$ cat src/rtl/core/elpt_ram.sv
// Simple dual-port RAM with one write port and a registered read port.
module elpt_ram #(
    parameter int WIDTH = 16,
    parameter int DEPTH = 256,
    localparam int ADDR_W = $clog2(DEPTH)
) (
    input  logic              clk,
    input  logic              we,
    input  logic [ADDR_W-1:0] waddr,
    input  logic [WIDTH-1:0]  wdata,
    input  logic [ADDR_W-1:0] raddr,
    output logic [WIDTH-1:0]  rdata
);

    logic [WIDTH-1:0] mem [DEPTH];

    // Write and registered read.
    always_ff @(posedge clk)
    begin
        if (we)
        begin
            mem[waddr] <= wdata;
        end
        rdata <= mem[raddr];
    end

endmodule

$ cat config.mk
export PLATFORM = sky130hd
export DESIGN_NAME = elpt_ram
export DESIGN_NICKNAME = d
export VERILOG_FILES = /design/src/rtl/core/elpt_ram.sv
export SDC_FILE = /design/constraint.sdc
export NUM_CORES = 2
export LEC_CHECK = 0
export ABC_CLOCK_PERIOD_IN_PS = 3350
export BUFFER_PORTS_ARGS = -buffer_cell sky130_fd_sc_hd__buf_2
export CORE_MARGIN = 4
export CORE_UTILIZATION = 51
export DETAILED_ROUTE_END_ITERATION = 16
export PLACE_DENSITY = 0.66
export SLEW_MARGIN = 10
export SYNTH_ARGS = -nofsm -noshare
export SYNTH_HDL_FRONTEND = slang
export SYNTH_SLANG_ARGS = --single-unit
$ cat constraint.sdc
create_clock -name clk -period 3.35 [get_ports clk]
set_clock_uncertainty 0.1 [all_clocks]
set_input_delay 0.335 -clock clk [delete_from_list [all_inputs] [get_ports clk]]
set_output_delay 0.335 -clock clk [all_outputs]
set_load 0.03 [all_outputs]
; ---- Word level (Yosys, flattened, before mapping)
; Memory sizes are Yosys's and may differ from the RTL's. A register that Yosys moved wholly into a read port is not among the register bits.
; Cells that the tools add are included.
[totals]
ff_bits = 0
ram_bits = 4096
memories = 1
input_bits = 34
elab_cells = 3
[op_classes]
mux = 2
[mem_list]
columns = memory, words, word_bits, read_ports, rd_clocked_by_memory_dff, write_ports, line
row1 = mem, 256, 16, 1, 1, 1, 15  ; logic [WIDTH-1:0] mem [DEPTH];
[ops]
columns = op, n
row1 = 2-to-1 mux 1 bit, 2

; ---- Depth between registers and ports, before layout
[logic_depth]
ltp_word = 2
depth_mapped = 12

; ---- Worst setup path after synthesis
; No wires, ideal clock.
[synth_path]
path_type = in2reg
start = input port waddr[3]
end = memory mem[235][0] (enable)
setup_time_ps = 388
setup_slack_ps = 750
n_path_buf = 3
cell_stages = 6
t_required_ps = 2862
arrival_time_ps = 2112
path_cell_list = clkbuf_1 > nor2b_1 > clkbuf_1 > nand4_1 > clkbuf_1 > nor2_1
[synth_rtl]
columns = item, line
row1 = "start, declared", 9  ; input logic [ADDR_W-1:0] waddr,
row2 = "end, declared", 15
; No word-level cell before the write port.

==> run_results.csv <==
group,metric,value,unit
critical_path,worstPathMaxFanout,54,
drt,dr.pass1.iters,6,
power_and_ir_drop,total_leakage_power,0.05885,µW
critical_path,max_stage_delay,910,ps
synth,synth_top_family_by_area,"multiplexers",
cells_and_area,final_area,182900,µm²
timing,min_period,3030,ps
timing,relSlewSlack,0.1931,
placement,portBuffers,49,
hold_path,hold_depth,4,
cts,cts.path.max_buffers,4,
synth,ys_types,52,
cells_and_area,fin_util,0.5912,
timing,timing.final.crit_share,0.9046,
synth,yosys-mux-area-fraction,0.1550,
synth,synth-adder-area-share,0,
power_and_ir_drop,swShare,0.2143,
grt,grt.overflow.total,0,
critical_path,crit_path_cell_trace,"buf_12 > buf_12 > buf_12 > mux2i_1 > o221ai_1 > o22ai_1 > nor3_1 > o32ai_1 > buf_4 > nor4_1",
die,rows,204,
critical_path,worst_setup_path_end_kind,"register",
grt,grt_start_max_net_pins,127,
grt,grt_pass1_vias,79700,
synth,synth.yosys.seq_area_share,0.7770,
cells_and_area,n_fill_cell,21810,
placement,place_congestion,0.8946,
die,die_area,320200,µm²
placement,hpwl,257.4,mm
die,io_pins,50,
critical_path,r2r-start,"mem[63][8]",
critical_path,rrSetupSlack,340,ps
die,initial_core_util,0.5130,
power_and_ir_drop,pwr-share-clk,0.424,
power_and_ir_drop,p_int,85270,µW
power_and_ir_drop,switchingPower,23250,µW
drt,drtIter0Drc,11550,
timing,holdWs,63.88,ps
cts,clkTransAtPathRegs,60,ps
die,die_h,565.9,µm
drt,ant_nets,0,
hold_path,worst_hold_path_type,"in2reg",
synth,syn_area,158700,µm²
timing,final_hold_viol_count,0,
synth,synth_xor_area_frac,0,
cells_and_area,syn_to_final_growth,15.23,%
drt,wl,417.5,mm
drt,via_per_inst,6.382,
cells_and_area,finalNonFillerCells,12630,
cts,cts_sinks,4112,
critical_path,required,4130,ps
timing,setup_tns,0,ps
critical_path,critical_path_class,"in2reg",
grt,antenna_found_initial,26,
grt,grt_use_total,0.2575,
synth,avgSynthCellArea,21.56,µm²
drt,vias,80590,
cts,cts_tree,"built",
synth,synth_compound_area_frac,0.03537,
synth,synthSimpleGateAreaFrac,0.01574,
hold_path,worstHoldEndpoint,"mem[123][13]",
job,cap_violations,0,
power_and_ir_drop,max-vdd-ir-drop,0.4669,mV
placement,post_dp_cell_area,169100,µm²
critical_path,worstSetupStartpoint,"raddr[0]",
timing,finalSetupViolCount,0,
power_and_ir_drop,combPwrFrac,0.053,
timing,max_freq,0.3300,GHz
placement,dp.cells,11840,
cells_and_area,layout_common_cells,"edfxtp_1, mux4_2, buf_4",
cts,h-tree-depth,5,
critical_path,r2r_end,"rdata[8]",
cts,cts_resized,0,
critical_path,cpMostUsedCell,"buf_12",
synth,synth_nets,7394,
critical_path,startpoint_type,"input port",
timing,worst_slew_pin_slew,1210,ps
grt,grt_pass1_wl,594.4,mm
cts,cts_buffers,409,
drt,wl_per_cell,33.06,µm
cells_and_area,final_layout_size_suffix_gt1_frac,0.2797,
timing,drv_slew,0,
drt,drc,0,
synth,synth_cells,7360,
cells_and_area,mostFrequentLayoutCell,"edfxtp_1",
critical_path,arrival,3810,ps
synth,ys_ff_latch,4112,
cts,clock_latency,980,ps
die,fp.dieW,565.9,µm
critical_path,worstRegToRegCells,6,
outcome,status,"finished clean",
timing,rsz0062_at_grt,"no",
die,core_area,309400,µm²
cells_and_area,nets,8178,
critical_path,cpMaxStageDelayCell,"nor3_1",
cts,cts-root-buf,"clkbuf_16",
power_and_ir_drop,power-per-cell-area,593.4,nW/µm²
power_and_ir_drop,p_seq_frac,0.523,
hold_path,hp-start,"waddr[0]",
synth,synth_warnings,0,
[cells by family after synthesis]
| family | count (synthesis) |
|---|---|
| flip-flops | 4112 |
| multiplexers | 1450 |
| AO/OA/AOI/OAI | 786 |
| AND/OR/NAND/NOR | 556 |
| buffers and inverters | 456 |
[worst max-delay path: cells and delay by family]
kind	cells	cell delay, ps
AOI/OAI and AO/OA	3	960
and+or+nand+nor	2	1180
muxes	1	140
buffers and inverters	4	1040
[cell usage after synthesis (all sizes together)]
| cell type | count | area share |
|---|---|---|
| inv | 4 | 0.000095 |
| nand3 | 35 | 0.0011 |
| a211oi | 18 | 0.00085 |
| or2 | 5 | 0.00020 |
| a2111oi | 6 | 0.00033 |
| nor2b | 9 | 0.00035 |
| a21oi | 175 | 0.0055 |
| or3b | 1 | 0.000055 |
| nor4 | 18 | 0.00075 |
| a221oi | 28 | 0.0015 |
| and3 | 11 | 0.00043 |
| nand2 | 38 | 0.00090 |
| o221ai | 253 | 0.014 |
| nand2b | 3 | 0.00012 |
| and2 | 2 | 0.000079 |
| a21o | 2 | 0.000095 |
| clkbuf | 230 | 0.0054 |
| nor4bb | 2 | 0.00013 |
| a22oi | 43 | 0.0020 |
| o21ai | 38 | 0.0012 |
| edfxtp | 4096 | 0.77 |
| a31oi | 6 | 0.00024 |
| nor3 | 92 | 0.0029 |
| or4b | 1 | 0.000063 |
| o22ai | 148 | 0.0058 |
| mux2i | 565 | 0.036 |
| dfxtp | 16 | 0.0020 |
| o32ai | 21 | 0.0012 |
| buf | 222 | 0.011 |
| nor3b | 1 | 0.000047 |
| nand4 | 26 | 0.0010 |
| o31ai | 16 | 0.00076 |
| nand4b | 3 | 0.00017 |
| or3 | 2 | 0.000079 |
| mux4 | 797 | 0.11 |
| nand3b | 1 | 0.000047 |
| and4 | 2 | 0.00011 |
| a22o | 32 | 0.0018 |
| mux2 | 88 | 0.0062 |
| nor2 | 304 | 0.0072 |
[what timing repair did]
action | CTS | global route
setup buffers | 0 | 0
hold endpoints to repair | 1536 | 0
hold buffers | 17 | 0
[registers in the layout, indices dropped and copies added (netlist names)]
signal / flops
rdata: 16
mem: 4096
[layer usage]
| layer | vias up | track usage | share of wire |
|---|---|---|---|
| li1 | 32900 | - | - |
| met1 | 42660 | 0.3693 | 0.38 |
| met2 | 4293 | 0.3971 | 0.47 |
| met3 | 729 | 0.05691 | 0.11 |
| met4 | 8 | 0.08590 | 0.039 |
| met5 | - | 0 | 0.00013 |
[power groups by stage]
stage | logic, µW | clock network [µW] | registers, µW
3_3_place_gp | 5600 | 0 | 57900
4_1_cts | 5740 | 46500 | 56800
5_1_grt | 5980 | 48800 | 56800
2_1_floorplan | 2800 | 0 | 57900
6_report | 5750 | 46000 | 56800
3_5_place_dp | 5710 | 0 | 57900
[how the worst max path moves through the flow]
stage | endpoint | slack (ps) | cells past startpoint
after floorplan | mem[235][0] | 750 | 6
after global placement | rdata[6] | -430 | 10
after detailed placement | rdata[6] | -500 | 10
after CTS | rdata[8] | 320 | 8
after global routing | rdata[8] | 360 | 6
final | rdata[6] | 320 | 10
[through the flow]
stage / setup slack (ps) / power (µW)
finish: 319.6 / 108500
global route: 356.6 / 111600
CTS: 322.6 / 109100
detailed placement: -499.4 / 63610
global placement: -429.0 / 63490
floorplan: 750.0 / 60720
[layout make-up]
class,instances,area (µm²),area share
clock inverters,265,2872,0.01570
diodes,17,42.54,0.0002326
well taps,4120,5155,0.02819
multi-input cells,2792,32970,0.1803
inverters,4,27.53,0.0001505
flip-flops and latches,4112,123300,0.6743
repair buffers,825,7805,0.04268
clock buffers,494,10690,0.05843
(Power assumes the default switching activity.)
